### src/design/lcc_pkg.sv
// lcc_pkg: shared types and constants of the lux conversion and correction pipeline
// fixed-point coefficients, pipeline widths, register map and stage bundles
// no dependencies
`default_nettype none

package lcc_pkg;

  localparam int COUNT_BITS_DEF = 16;

  localparam int BASE_BITS = 25;
  localparam logic [BASE_BITS-1:0] LUX_BASE = 25'd18296561;
  localparam int FRAC_BITS = 32;

  localparam int LUX_BITS = 16;
  localparam logic [LUX_BITS-1:0] LUX_MAX = 16'hFFFF;
  localparam logic [LUX_BITS-1:0] COMP_THRESHOLD = 16'd10000;

  localparam int ACC1_BITS = 25;
  localparam int ACC2_BITS = 40;
  localparam int ACC2_FULL_BITS = 42;
  localparam int P1_BITS = 56;
  localparam int HI_BITS = 40;
  localparam int LO_BITS = 48;
  localparam int SUM_BITS = 41;

  localparam logic [7:0]  COEF4 = 8'd169;
  localparam logic [21:0] COEF3 = 22'd2643726;
  localparam logic [34:0] COEF2 = 35'd22936832902;
  localparam logic [48:0] COEF1 = 49'd282122369157091;

  localparam logic [1:0] GAIN_MAX_VALID = 2'd2;
  localparam logic [2:0] ITC_MAX_VALID = 3'd4;

  localparam int PADDR_BITS = 3;
  localparam logic REG_GAIN = 1'b0;
  localparam logic REG_ITC = 1'b1;

  typedef enum logic [1:0] {
    MODE_PASS = 2'd0,
    MODE_CORR = 2'd1,
    MODE_SAT  = 2'd2,
    MODE_ERR  = 2'd3
  } lux_mode_t;

  typedef struct packed {
    logic [1:0] gain;
    logic [2:0] itc;
  } lcc_cfg_t;

  typedef struct packed {
    logic                valid;
    lux_mode_t           mode;
    logic [LUX_BITS-1:0] x;
  } lcc_item_t;

endpackage

`default_nettype wire

### src/design/lcc_regs.sv
// lcc_regs: apb-style configuration registers for gain and integration time codes
// depends on lcc_pkg
`default_nettype none

module lcc_regs
  import lcc_pkg::*;
(
  input  wire logic                  clk,
  input  wire logic                  rst_n,
  input  wire logic                  psel,
  input  wire logic                  penable,
  input  wire logic                  pwrite,
  input  wire logic [PADDR_BITS-1:0] paddr,
  input  wire logic [31:0]           pwdata,
  output logic      [31:0]           prdata,
  output logic                       pready,
  output lcc_cfg_t                   cfg
);

  logic [1:0] gain_r, gain_nxt;
  logic [2:0] itc_r, itc_nxt;
  logic       wr_en;

  assign pready = 1'b1;
  assign wr_en  = psel & penable & pwrite;

  always_comb begin
    gain_nxt = gain_r;
    itc_nxt  = itc_r;
    if (wr_en) begin
      unique case (paddr[2])
        REG_GAIN: gain_nxt = pwdata[1:0];
        REG_ITC:  itc_nxt  = pwdata[2:0];
        default:  gain_nxt = gain_r;
      endcase
    end
  end

  always_ff @(posedge clk) begin
    if (!rst_n) begin
      gain_r <= 2'd0;
      itc_r  <= 3'd3;
    end else begin
      gain_r <= gain_nxt;
      itc_r  <= itc_nxt;
    end
  end

  always_comb begin
    unique case (paddr[2])
      REG_GAIN: prdata = {30'd0, gain_r};
      REG_ITC:  prdata = {29'd0, itc_r};
      default:  prdata = 32'd0;
    endcase
  end

  assign cfg.gain = gain_r;
  assign cfg.itc  = itc_r;

endmodule

`default_nettype wire

### config.mk
export PLATFORM = sky130hd
export DESIGN_NAME = lcc_regs
export DESIGN_NICKNAME = d
export VERILOG_FILES = /design/src/design/lcc_pkg.sv /design/src/design/lcc_regs.sv
export SDC_FILE = /design/constraint.sdc
export NUM_CORES = 1
export LEC_CHECK = 0
export ABC_AREA = 1
export BUFFER_PORTS_ARGS = -buffer_cell sky130_fd_sc_hd__buf_2
export CORE_ASPECT_RATIO = 0.7
export CORE_MARGIN = 5
export CORE_UTILIZATION = 25
export DETAILED_ROUTE_END_ITERATION = 10
export PLACE_DENSITY_LB_ADDON = 0.08
export SETUP_SLACK_MARGIN = 0.1
export SLEW_MARGIN = 20
export SYNTH_ARGS = -nofsm -noshare
export SYNTH_HDL_FRONTEND = slang
export SYNTH_SLANG_ARGS = --single-unit
### constraint.sdc
create_clock -name clk -period 0.8 [get_ports clk]
set_input_delay 0.16 -clock clk [delete_from_list [all_inputs] [get_ports clk]]
set_output_delay 0.16 -clock clk [all_outputs]
set_load 0.02 [all_outputs]
==> summary.md <==
| Metric | Value |
|---|---|
| Post-synth top area share | 45.6% |
| Total gr overflow | 0 |
| Status | finished, violations left |
| Crit path depth | 3 |
| Final worst path period need | 984 ps |
| CP Buf/Inv Count | 1 |
| Drt first pass iters | 3 |
| Achievable Freq | 1.02 GHz |
| TritonCTS Buffers | 3 |
| Min Hold Slack | 142 ps |
| Post-synth top area cell | buf_4 |
| Final instance area | 602 sq um |
| Max incr delay on CP | 350 ps |
| Number of global-route vias before repair | 325 |
| Syn. warnings | 0 |
| First-pass GRT wire length | 1410 microns |
| Filler instances | 218 |
| Dominant cells by area after synthesis | buf_4 (46%), dfxtp_1 (20%), nand2_1 (12%) |
| WL/cell | 8.83 microns |
| Period Utilization, post-route | 123% |
| Maximum VDD drop | 0.637 mV |
| Die Span X | 63.1 microns |
| Area growth from synthesis to layout | 21.8% |
| CTS max path bufs | 2 |
| Crit path kind | reg2out |
| P_leak | 0.000340 uW |
| Antenna violations before repair | 0 |
| Postcts setup bufs | 0 |
| H-tree lvl count | 1 |
| Synthesized flop and latch total | 5 |
| Die area | 0.00298 sq mm |
| Initial Util | 26.4% |
| Clock sinks | 5 |
| Setup_tns | -894 ps |
| # rows | 13 |
| Skew final | 0 ps |
| Share of layout cells above drive strength 1 | 39.8% |
| # nets final | 134 |
| # hold bufs at CTS | 0 |
| Crit path arrival time | 820 ps |
| Violated checks | negative setup slack |
| Post-Syn Area | 494 sq um |
| RR Endpoint | gain_r[0]$_SDFFE_PN0P_ |
| Crit path from | gain_r[0]$_SDFFE_PN0P_ |
| First DRT Iteration DRCs | 2 |
| Worst-Skew Late Latency | 240 ps |
| Netlist cell types | 11 |
| Register area share after synthesis | 20.3% |
| Syn avg cell area | 6.68 sq um |
| Max Cap Viol | 0 |
| Vias | 389 |
| Path depth of the worst reg2reg path | 2 |
| Post-Route WL | 1020 microns |
| PD cells | 1390 mW/mm^2 |
| Unrepaired setup endpoints after global routing | true |
| Largest net degree at the start of global routing | 7 |
| Worst Path Required | 640 ps |
| Antenna-violating nets left | 0 |
| Final setup vio count | 8 |
| GP Congestion | 0.727 |
| Core Box Area | 0.00187 sq mm |
| CP Launch Type | flop |
| Worst-path clk slew | 40 ps |
| Port bufs | 16 |
| Critical Path End Type | output pin |
| Multi-input gate area | 269 sq um |
| Routed vias/inst | 3.38 |
| Hold crit path type | in2reg |
| Die Span Y | 47.2 microns |
| PnR worst setup slack | -184 ps |
| Pwr Total | 834 uW |
| Dpl hpwl | 867 microns |
| Final Hold Viols | 0 |
| Tot GR Track Use | 6.51% |
| Post-DP Area | 513 sq um |
| Register area | 119 sq um |
| Diode count | 0 |
| Drc violations | 0 |
| Synth Instances | 74 |
| Max-slew violation count | 0 |
| Critical Path End | prdata[0] |
| Most used cell along the critical path | nand2_2 |
| Crit-path cells | nand2_2 -> nand2_2 -> buf_6 |
| CP max FO | 3 |
| Reg2reg setup slack | 210 ps |
| CP max-delay cell | dfxtp_4 |
| Worst slack, placed | -62.6 ps |
| CP top delay family | flip-flops |
| Reg2Reg Launch Point | gain_r[0]$_SDFFE_PN0P_ |
| CTS tree | done |
| Clk root buf | clkbuf_4 |
| Boundary Pins | 78 |
## state kept, by name, summed over array words and instances, names as in the netlist
name and flops:
itc_r 3, gain_r 2
## worst register-to-register path: cells and delay by family (launching register included)
kind / cells / cell delay (ps)
flops: 1 / 350
simple gates: 2 / 140
## cell usage in the layout (no fill, tap or decap)
| master | n |
|---|---|
| buf_2 | 8 |
| buf_4 | 1 |
| buf_6 | 8 |
| clkbuf_1 | 1 |
| clkbuf_4 | 3 |
| conb_1 | 30 |
| dfxtp_4 | 5 |
| inv_1 | 4 |
| inv_2 | 2 |
| nand2_1 | 9 |
| nand2_2 | 7 |
| nand3_1 | 5 |
| nand3_2 | 1 |
| nor2_1 | 7 |
| nor2_2 | 1 |
| nor2_4 | 1 |
## layer usage
| layer | track usage (%) | wire length (microns) |
|---|---|---|
| met1 | 8.42 | 473 |
| met2 | 8.18 | 394 |
| met3 | 4.55 | 148 |
| met4 | 2.54 | 0 |
| met5 | 0 | 0 |
## metrics by stage
stage / cells / util, %
5_1_grt: 115 / 32.2
3_5_place_dp: 111 / 27.4
4_1_cts: 115 / 31.1
2_1_floorplan: 102 / -
6_report: 115 / 32.2
3_3_place_gp: 111 / 27.4
## logic make-up after synthesis
family / Yosys count / synth area share, %
buffers and inverters: 36 / 50.1
other: 2 / 1.52
and+or+nand+nor: 31 / 28.1
DFF: 5 / 20.3
## cell usage after synthesis
cell	number
buf_4	30
conb_1	2
dfxtp_1	5
inv_1	5
inv_2	1
nand2_1	16
nand3_1	5
nand3_2	1
nor2_1	7
nor2_2	1
nor2_4	1
## worst min path at each step
stage	endpoint	cells past startpoint	from
after floorplan	itc_r[0]$_SDFFE_PN1P_	1	rst_n
after global placement	itc_r[1]$_SDFFE_PN1P_	3	pwdata[1]
after detailed placement	itc_r[0]$_SDFFE_PN1P_	3	pwdata[0]
after CTS	itc_r[1]$_SDFFE_PN1P_	3	pwdata[1]
after global routing	itc_r[0]$_SDFFE_PN1P_	3	pwdata[0]
final	itc_r[1]$_SDFFE_PN1P_	3	pwdata[1]
## cell type report
type | instances | share of cell area [%]
sequential | 5 | 19.8
multi-input combinational | 61 | 44.7
timing repair buffer | 17 | 22.9
clock buffer | 4 | 4.37
tap | 22 | 4.57
inverter | 6 | 3.74
## timing repair
item / 4_1_cts / 5_1_grt
pin swaps: 1 / 1
endpoints found under the setup margin: 8 / 8
gates cloned: 0 / 0
gates resized for setup: 15 / 6
## report_power, final
group | internal (uW) | total (uW) | switching, uW
clock network | 189 | 300 | 111
logic | 69.9 | 276 | 206
registers | 249 | 258 | 9.59
total | 508 | 834 | 326
(Power assumes the default switching activity.)
