File: config.mk
export PLATFORM = sky130hd
export DESIGN_NAME = lcc_convert
export DESIGN_NICKNAME = d
export VERILOG_FILES = /design/src/design/lcc_pkg.sv /design/src/design/lcc_convert.sv
export SDC_FILE = /design/constraint.sdc
export NUM_CORES = 1
export LEC_CHECK = 0
export ABC_AREA = 0
export BUFFER_PORTS_ARGS = -buffer_cell sky130_fd_sc_hd__buf_2
export CORE_MARGIN = 4
export CORE_UTILIZATION = 65
export DETAILED_ROUTE_END_ITERATION = 8
export GPL_TIMING_DRIVEN = 0
export HOLD_SLACK_MARGIN = 0.15
export PLACE_DENSITY_LB_ADDON = 0.08
export REMOVE_ABC_BUFFERS = 1
export SYNTH_ARGS = -nofsm -noshare
export SYNTH_HDL_FRONTEND = slang
export SYNTH_SLANG_ARGS = --single-unit
File: constraint.sdc
create_clock -name clk -period 7.1 [get_ports clk]
set_input_delay 0.355 -clock clk [delete_from_list [all_inputs] [get_ports clk]]
set_output_delay 0.355 -clock clk [all_outputs]
set_load 0.05 [all_outputs]
File: src/design/lcc_pkg.sv
// lcc_pkg: shared types and constants of the lux conversion and correction pipeline
// fixed-point coefficients, pipeline widths, register map and stage bundles
// no dependencies
`default_nettype none

package lcc_pkg;

  localparam int COUNT_BITS_DEF = 16;

  localparam int BASE_BITS = 25;
  localparam logic [BASE_BITS-1:0] LUX_BASE = 25'd18296561;
  localparam int FRAC_BITS = 32;

  localparam int LUX_BITS = 16;
  localparam logic [LUX_BITS-1:0] LUX_MAX = 16'hFFFF;
  localparam logic [LUX_BITS-1:0] COMP_THRESHOLD = 16'd10000;

  localparam int ACC1_BITS = 25;
  localparam int ACC2_BITS = 40;
  localparam int ACC2_FULL_BITS = 42;
  localparam int P1_BITS = 56;
  localparam int HI_BITS = 40;
  localparam int LO_BITS = 48;
  localparam int SUM_BITS = 41;

  localparam logic [7:0]  COEF4 = 8'd169;
  localparam logic [21:0] COEF3 = 22'd2643726;
  localparam logic [34:0] COEF2 = 35'd22936832902;
  localparam logic [48:0] COEF1 = 49'd282122369157091;

  localparam logic [1:0] GAIN_MAX_VALID = 2'd2;
  localparam logic [2:0] ITC_MAX_VALID = 3'd4;

  localparam int PADDR_BITS = 3;
  localparam logic REG_GAIN = 1'b0;
  localparam logic REG_ITC = 1'b1;

  typedef enum logic [1:0] {
    MODE_PASS = 2'd0,
    MODE_CORR = 2'd1,
    MODE_SAT  = 2'd2,
    MODE_ERR  = 2'd3
  } lux_mode_t;

  typedef struct packed {
    logic [1:0] gain;
    logic [2:0] itc;
  } lcc_cfg_t;

  typedef struct packed {
    logic                valid;
    lux_mode_t           mode;
    logic [LUX_BITS-1:0] x;
  } lcc_item_t;

endpackage

`default_nettype wire

File: src/design/lcc_convert.sv
// lcc_convert: count times scaled conversion factor, then range classification
// two register stages; depends on lcc_pkg
`default_nettype none

module lcc_convert
  import lcc_pkg::*;
#(
  parameter int COUNT_BITS = COUNT_BITS_DEF
) (
  input  wire logic                  clk,
  input  wire logic                  rst_n,
  input  wire logic                  in_valid,
  input  wire logic [COUNT_BITS-1:0] in_count,
  input  wire lcc_cfg_t              cfg,
  output lcc_item_t                  item
);

  localparam int PW = COUNT_BITS + BASE_BITS;

  logic          s1_valid_r;
  logic [PW-1:0] s1_prod_r, s1_prod_nxt;
  logic [2:0]    s1_k_r, s1_k_nxt;
  logic          s1_err_r, s1_err_nxt;

  lcc_item_t     s2_r, s2_nxt;
  logic [5:0]    shamt;
  logic [PW-1:0] lux_wide;

  // stage 1: product with the base factor, exponent and error flag from the codes
  always_comb begin
    s1_prod_nxt = PW'(in_count) * PW'(LUX_BASE);
    s1_err_nxt  = (cfg.gain > GAIN_MAX_VALID) || (cfg.itc > ITC_MAX_VALID);
    s1_k_nxt    = 3'(2'd2 - cfg.gain) + 3'(ITC_MAX_VALID - cfg.itc);
  end

  // stage 2: drop fraction bits, decide error, saturate, correct or pass
  always_comb begin
    shamt    = 6'(FRAC_BITS) - 6'(s1_k_r);
    lux_wide = s1_prod_r >> shamt;
    s2_nxt.valid = s1_valid_r;
    s2_nxt.x     = lux_wide[LUX_BITS-1:0];
    priority if (s1_err_r) begin
      s2_nxt.mode = MODE_ERR;
    end else if (|lux_wide[PW-1:LUX_BITS]) begin
      s2_nxt.mode = MODE_SAT;
    end else if (lux_wide[LUX_BITS-1:0] > COMP_THRESHOLD) begin
      s2_nxt.mode = MODE_CORR;
    end else begin
      s2_nxt.mode = MODE_PASS;
    end
  end

  always_ff @(posedge clk) begin
    if (!rst_n) begin
      s1_valid_r <= 1'b0;
      s2_r.valid <= 1'b0;
    end else begin
      s1_valid_r <= in_valid;
      s2_r.valid <= s2_nxt.valid;
    end
  end

  always_ff @(posedge clk) begin
    s1_prod_r <= s1_prod_nxt;
    s1_k_r    <= s1_k_nxt;
    s1_err_r  <= s1_err_nxt;
    s2_r.mode <= s2_nxt.mode;
    s2_r.x    <= s2_nxt.x;
  end

  assign item = s2_r;

endmodule

`default_nettype wire

==> run summary, run 1 <==
worst-path maximum fanout: 7
max frequency: 162 MHz
setup TNS: 0 ps
hpwl dp: 18.0 mm
cts hold-fix bufs: 0
pre-CTS WS: 688 ps
measured slew at the worst slew-check pin: 1180 ps
Post-CTS Setup Bufs: 0
total track usage: 26.6%
gr ovfl total: 0
num rows: 44
Fillers: 1130
largest cells by area after synthesis: fa_1, ha_1, dfxtp_1, inv_1, mux4_2
max_cap viols: 0
Critical Path AT: 6390 ps
htree depth: 3
kind of critical path: in2reg
netlist area before placement: 9560 sq um
Setup-failing EPs final: 0
Worst Setup Start Kind: primary input
Max clock buf depth: 2
slowest stage delay, CP: 580 ps
Crit path depth: 20
worst path cell trace: buf_2 > fa_1 > fa_1 > inv_1 > fa_1 > inv_1 > fa_1 > fa_1 > inv_1 > fa_1 > inv_1 > ha_1 > nand2_1 > nor4_1 > o31ai_1 > a31oi_1 > a31oi_2 > o21ai_1 > a221oi_2 > xnor2_1
Final nets: 1294
CTS tree: yes
type of the tightest min-delay check: in2reg
Final Hold Vio Count: 0
top cell type's share of synthesized area: 26.8%
Synth top cells by count: inv_1, ha_1, fa_1, dfxtp_1
via count: 6791
required time of the critical path: 7340 ps
largest net degree at the start of global routing: 34
drt pass-1 iters: 5
diode count: 0
Layout area overhead: 6.99%
Netlist cell types: 68
fin worst setup slack: 944 ps
Synth Warn #: 0
Final Max Slew Viols: 0
later-pin clock latency in the skew report: 320 ps
Largest delay share family, worst path: adder cells
vias in the first global route: 6958
Vias/cell: 5.76
final period utilization: 86.7%
total wire length: 20.5 mm
first-pass GRT wire length: 34.9 mm
EDFF count, synth: 0
CTS Sinks: 57
Bufs and invs on worst path: 5
most frequent CP cell: fa_1
RSZ-0062 raised after global routing: no
Root Driver: clkbuf_16
cts repair resizes: 0
overall die width: 129 um
Reg clk slew, reported paths: 50 ps
DR iter-0 viols: 483
outcome: finished, final reports clean
Avg Cell Area, Syn: 10.0 sq um
WHS Path Cells: 2
final setup skew: 8.24 ps
FF-to-FF path depth: 12
wire per inst: 17.4 um
asr flop ratio synth: 0%
Seq/Total Area, Yosys: 11.9%
Yosys top cell by area: fa_1
most frequent cell after synthesis: inv_1
Min Clock Period, post-route: 6160 ps
Die Ht: 129 um
drt drc: 0
Syn Inst Count: 955
Post-DRT Antenna Nets: 0
total core area: 14500 sq um
port bufs: 42
synthesized flop and latch total: 57
Placer Congestion: 0.947
fraction of layout cells with a size suffix above 1: 11.8%
I/O pin count: 43
top_reg_cell synth: dfxtp_1
CP endpoint kind: register
initial antenna violation count: 0
number of CTS-inserted buffers: 9
DIE AREA: 16700 sq um
slew margin rel.: 21.2%
slowest stage cell, crit path: fa_1
Design Area, Final: 10200 sq um
instance area at placement: 9930 sq um
Initial Util: 66.0%
==> cell type report <==
type | count | area (sq um) | area share (%)
multi-input cells | 649 | 7440 | 72.8
flip-flops and latches | 57 | 1140 | 11.2
inverters | 228 | 856 | 8.37
repair buffers | 44 | 258 | 2.52
clock buffers | 11 | 243 | 2.37
well taps | 184 | 230 | 2.25
clock inverters | 5 | 55.1 | 0.538
==> cell families (layout without fill, tap and decap cells) <==
kind of cell	after synthesis	count (layout)	share of synthesized area (%)
AO/OA/AOI/OAI	151	151	11.1
XOR/XNOR	27	27	2.47
adder cells (fa/ha/maj)	281	281	46.8
buffers and inverters	249	288	10.2
flip-flops	57	57	11.9
multiplexers	57	57	10.3
AND/OR/NAND/NOR	133	133	7.11
==> registers in the layout, summed over array words and instances, names as in the netlist <==
register    count
s1_k_r          3
s1_err_r        1
s1_prod_r      33
s1_valid_r      1
item           19
==> per-layer routing <==
layer / wire (um) / global-route usage, % / vias up
li1: - / - / 3271
met1: 8970 / 35.9 / 3303
met2: 9910 / 45.3 / 178
met3: 1140 / 4.58 / 39
met4: 478 / 6.18 / 0
met5: 0 / 0 / -
==> through the flow <==
stage / hold slack [ps] / util [%] / instances
after global placement: 430 / 68.2 / 1160
after global routing: 236 / 70.6 / 1178
after CTS: 225 / 70.6 / 1178
final: 231 / 70.6 / 1178
after detailed placement: 426 / 68.6 / 1162
after floorplan: 412 / - / 934
==> cells in the final DEF (no fill, tap or decap), types with 4 or more instances in the layout <==
cell,n
o22ai_1,7
o21bai_1,6
nand3_1,7
a21o_1,13
clkbuf_16,9
ha_1,152
xor2_1,9
xnor2_1,18
a221oi_1,5
nor4_1,4
nand4_1,4
o21a_1,8
o211ai_1,4
and2_1,8
dfxtp_1,56
nand2_1,37
nor2_1,32
nor3_1,8
nand2b_1,7
mux2i_1,21
and3_1,7
a211oi_1,11
a31oi_1,5
fa_1,128
a211o_1,4
a21boi_0,4
o21ai_0,19
a21oi_1,37
mux4_2,33
buf_2,42
inv_1,227
==> final timing paths <==
| path | startpoint | slack [ps] | end |
|---|---|---|---|
| max | in_count[10] | 940 | s1_prod_r[39] |
| min | cfg[2] | 230 | s1_k_r[2] |
| max reg2reg | s1_k_r[0] | 2450 | item[16] |
| min reg2reg | s1_valid_r | 440 | item[18] |
Power of run 1 is left out: the tool's default activity adds up to more than one toggle a clock period on the data nets, which glitch-free logic cannot reach.
==> run 2: changes to the inputs <==
--- a/config.mk
+++ b/config.mk
@@ -8,7 +8,8 @@
 export ABC_AREA = 0
 export BUFFER_PORTS_ARGS = -buffer_cell sky130_fd_sc_hd__buf_2
 export CORE_MARGIN = 4
-export CORE_UTILIZATION = 65
+export CORE_UTILIZATION = 70
+export CTS_BUF_LIST = sky130_fd_sc_hd__clkbuf_4
 export DETAILED_ROUTE_END_ITERATION = 8
 export GPL_TIMING_DRIVEN = 0
 export HOLD_SLACK_MARGIN = 0.15
==> constraint.sdc (replaced) <==
create_clock -name clk -period 7.65 [get_ports clk]
set_input_delay 0.3825 -clock clk [delete_from_list [all_inputs] [get_ports clk]]
set_output_delay 0.3825 -clock clk [all_outputs]
set_load 0.05 [all_outputs]
==> run 2 against run 1 <==
Wire length rose by 2.9%. Setup slack gained 750 ps. Final area fell by 1.5%. Sequential share of layout area up 0.17 points.
==> run summary, run 2 (synthesized netlist as in run 1, its figures left out) <==
num rows: 42
CTS tree: yes
Post-CTS Setup Bufs: 0
Post-DRT Antenna Nets: 0
FF-to-FF setup slack: 3390 ps
first-pass GRT wire length: 35.9 mm
max reg flops: 33
WHS Path Cells: 2
Final Max Slew Viols: 0
FF-to-FF path depth: 11
worst-path maximum fanout: 7
Placer Congestion: 0.979
RSZ-0062 raised after global routing: no
area of the multi-input gates: 7440 sq um
setup TNS: 0 ps
max_cap viols: 0
Min Clock Period, post-route: 5960 ps
worst r2r dst: item[16]
I/O pin count: 43
kind of critical path: in2reg
Hold EP: item[18]
Vias/cell: 5.91
RR Startpoint: s1_k_r[0]
slew margin rel.: 17.9%
Max clock buf depth: 2
Biggest register: s1_prod_r
via count: 6924
most common cell after layout, fill and taps aside: inv_1
Layout area overhead: 5.39%
vias in the first global route: 7242
cts repair resizes: 0
CP startpoint: in_count[14]
drt drc: 0
worst hold start: rst_n
Reg clk slew, reported paths: 90 ps
diode count: 0
drt pass-1 iters: 8
htree depth: 3
required time of the critical path: 7920 ps
fraction of layout cells with a size suffix above 1: 11.7%
total track usage: 28.7%
type of the tightest min-delay check: in2reg
measured slew at the worst slew-check pin: 1230 ps
Root Driver: clkbuf_4
number of CTS-inserted buffers: 9
CP endpoint kind: register
outcome: finished, final reports clean
total wire length: 21.1 mm
DR iter-0 viols: 465
largest net degree at the start of global routing: 35
Die Ht: 125 um
Final Hold Vio Count: 0
CTS Sinks: 57
total core area: 13300 sq um
wire per inst: 18.0 um
max frequency: 168 MHz
Fillers: 982
final setup skew: 14.2 ps
later-pin clock latency in the skew report: 410 ps
Final nets: 1295
most frequent cells in the layout: inv_1, ha_1, fa_1
gr ovfl total: 0
FF/Latch Area: 1140 sq um
final period utilization: 77.8%
Worst Setup Start Kind: primary input
initial antenna violation count: 0
overall die width: 125 um
Critical Path AT: 6220 ps
Setup-failing EPs final: 0
port bufs: 42
Initial Util: 71.9%
DIE AREA: 15600 sq um
hpwl dp: 18.5 mm
run 2: cell type report:
cell class	instances	share of cell area, %
Clock inverter	7	0.845
Multi-Input combinational cell	649	73.9
Tap cell	176	2.19
Clock buffer	9	0.671
Inverter	228	8.50
Sequential cell	57	11.3
Timing Repair Buffer	45	2.58
run 2: worst max-delay path, stage by stage:
cell      delay (ps)
buf_2            200
inv_1            150
fa_1             650
fa_1             500
fa_1             500
inv_1             50
fa_1             490
inv_1             50
fa_1             390
fa_1             510
inv_1             40
ha_1             430
nand4_1          220
nor3_1           300
nand2_1           80
a21oi_1          300
o21bai_1         140
and2_1           210
o21a_1           220
o311ai_1         400
run 2: worst max-delay path by stage:
stage	end	slack [ps]	depth (start not counted)
floorplan	s1_prod_r[39]	2110	19
global placement	s1_prod_r[40]	1330	20
detailed placement	s1_prod_r[40]	1310	20
CTS	s1_prod_r[40]	1750	20
global route	s1_prod_r[40]	1310	20
finish	s1_prod_r[40]	1690	20
run 2: what timing repair did:
action | in CTS | in global routing
setup endpoints to repair | 0 | 0
hold buffers | 1 | 0
endpoints found under the hold margin | 1 | 0
run 2: metrics by stage:
stage	instance area [sq um]	worst slack [ps]	hold slack (ps)	utilization (%)	instances
5_1_grt	10100	1310	179	75.8	1171
2_1_floorplan	9440	2110	412	-	934
4_1_cts	10100	1750	172	75.8	1171
6_report	10100	1690	193	75.8	1171
3_5_place_dp	9910	1310	437	74.5	1154
3_3_place_gp	9870	1330	433	74.2	1152
run 2: layer usage:
layer | global-route usage [%] | share of wire (%)
met1 | 37.2 | 42
met3 | 3.99 | 4.9
met4 | 10.8 | 4.6
met2 | 49.3 | 48
met5 | 0 | 0
Power of run 2 is left out for the same reason.
==> run 3: changes to the inputs <==
--- a/config.mk
+++ b/config.mk
@@ -8,7 +8,7 @@
 export ABC_AREA = 0
 export BUFFER_PORTS_ARGS = -buffer_cell sky130_fd_sc_hd__buf_2
 export CORE_MARGIN = 4
-export CORE_UTILIZATION = 70
+export CORE_UTILIZATION = 66
 export CTS_BUF_LIST = sky130_fd_sc_hd__clkbuf_4
 export DETAILED_ROUTE_END_ITERATION = 8
 export GPL_TIMING_DRIVEN = 0
==> constraint.sdc (replaced) <==
create_clock -name clk -period 5.8 [get_ports clk]
set_input_delay 0.29 -clock clk [delete_from_list [all_inputs] [get_ports clk]]
set_output_delay 0.29 -clock clk [all_outputs]
set_load 0.05 [all_outputs]
==> run 3 against run 2 <==
Count of clock-buffer cells in the layout rose by 1. Setup slack lost 1600 ps. Critical path depth grew 1. First-iteration DRC count is 2.8% lower. Register-to-register slack worse by 2300 ps. Cell count rose by 0.85%. Clock skew fell by 3.0 ps. Die area up 5.7%. Flip-flop and latch count is the same.
==> run summary, run 3 (synthesized netlist as in run 1, its figures left out) <==
outcome: finished, final reports clean
Final Hold Vio Count: 0
max_cap viols: 0
FF-to-FF path depth: 12
slowest stage delay, CP: 570 ps
instance area at placement: 9920 sq um
Setup-failing EPs final: 0
overall die width: 128 um
htree depth: 3
final std cells w/o fill: 1181
max reg flops: 33
Min Clock Period, post-route: 5700 ps
Bufs and invs on worst path: 6
type of the tightest min-delay check: in2reg
I/O pin count: 43
Reg clk slew, reported paths: 90 ps
Post-DRT Antenna Nets: 0
Final nets: 1302
Initial Util: 68.1%
drt pass-1 iters: 5
max frequency: 175 MHz
Biggest register: s1_prod_r
fraction of layout cells with a size suffix above 1: 13.2%
measured slew at the worst slew-check pin: 1190 ps
later-pin clock latency in the skew report: 400 ps
port bufs: 42
initial antenna violation count: 0
Hold EP: s1_k_r[0]
total wire length: 21.1 mm
worst hold start: cfg[3]
FF-to-FF setup slack: 1140 ps
required time of the critical path: 6110 ps
worst r2r dst: item[16]
wire per inst: 17.8 um
Placer Congestion: 0.915
Design Area, Final: 10200 sq um
total track usage: 26.8%
diode count: 0
Final Max Slew Viols: 0
final setup skew: 11.2 ps
DIE AREA: 16500 sq um
DR iter-0 viols: 452
Die Ht: 128 um
worst-path maximum fanout: 8
vias in the first global route: 7129
WHS Path Cells: 3
Vias/cell: 5.85
CTS tree: yes
slowest stage cell, crit path: fa_1
RSZ-0062 raised after global routing: yes
kind of critical path: in2reg
final period utilization: 98.3%
Largest delay share family, worst path: adder cells
total core area: 14000 sq um
Root Driver: clkbuf_4
setup TNS: 0 ps
worst path cell trace: clkbuf_4 > fa_1 > fa_1 > inv_1 > fa_1 > inv_1 > fa_1 > fa_1 > inv_1 > fa_1 > inv_1 > ha_1 > nand2_1 > nor4_1 > o31ai_1 > a31oi_2 > buf_4 > a31oi_4 > o21ai_1 > a221oi_2 > xnor2_1
most common cell after layout, fill and taps aside: inv_1
Fillers: 1066
CP endpoint kind: register
Cell Count Post-Placement: 1158
number of CTS-inserted buffers: 9
slew margin rel.: 20.8%
Layout area overhead: 6.60%
first-pass GRT wire length: 35.0 mm
gr ovfl total: 0
Critical Path AT: 6010 ps
CTS Sinks: 57
Max clock buf depth: 2
via count: 6904
hpwl dp: 18.1 mm
drt drc: 0
num rows: 43
most frequent CP cell: fa_1
largest net degree at the start of global routing: 37
RR Startpoint: s1_k_r[0]
Worst Setup Start Kind: primary input
most frequent cells in the layout: inv_1, ha_1, fa_1
run 3: changes by cell type in the layout (fill, tap and decap cells not counted), sizes merged:
cell / change
dlygate4sd3: +5
bufinv: -1
clkbuf: +4
clkinvlp: -1
buf: -1
run 3: per-layer routing:
| metal | share of wire, % | routed length [um] | vias to the layer above | GRT usage (%) |
|---|---|---|---|---|
| li1 | - | - | 3283 | - |
| met1 | 43 | 9140 | 3372 | 35.0 |
| met2 | 48 | 10000 | 203 | 44.2 |
| met3 | 5.9 | 1240 | 46 | 6.27 |
| met4 | 3.1 | 663 | 0 | 9.24 |
| met5 | 0 | 0 | - | 0 |
run 3: tightest hold or removal path: cells and delay by family:
family,cells,cell delay [ps]
adder cells (fa/ha/maj),1,110
buffers and inverters,2,160
run 3: worst max-delay path by stage:
stage / slack, ps / start / endpoint / depth (start not counted)
after floorplan: 350 / in_count[4] / s1_prod_r[39] / 19
after global placement: -460 / in_count[10] / s1_prod_r[39] / 20
after detailed placement: -540 / in_count[7] / s1_prod_r[39] / 20
after CTS: 10 / in_count[10] / s1_prod_r[39] / 20
after global routing: -60 / in_count[4] / s1_prod_r[39] / 21
final: 100 / in_count[7] / s1_prod_r[39] / 21
run 3: what timing repair did:
action                                 CTS  global route
resized for setup                        2            17
setup buffers                            0             2
endpoints found under the hold margin    4             0
setup endpoints to repair                2             7
hold buffers                             6             0
pin swaps                                0             2
run 3: per-stage QoR:
stage          hold slack (ps)  utilization, %  worst slack (ps)
2_1_floorplan              383               -               351
3_3_place_gp               429            70.3              -465
3_5_place_dp               429            70.7              -537
4_1_cts                    166            72.1              12.4
5_1_grt                    181            72.5             -61.3
6_report                   191            72.5               100
run 3: area by class of cell:
class / count / area [sq um] / area share, %
Timing Repair Buffer: 52 / 340 / 3.34
Clock inverter: 5 / 47.5 / 0.467
Multi-Input combinational cell: 649 / 7500 / 73.6
Tap cell: 180 / 225 / 2.21
Inverter: 228 / 856 / 8.40
Clock buffer: 10 / 75.1 / 0.737
Sequential cell: 57 / 1140 / 11.2
Power of run 3 is left out for the same reason.
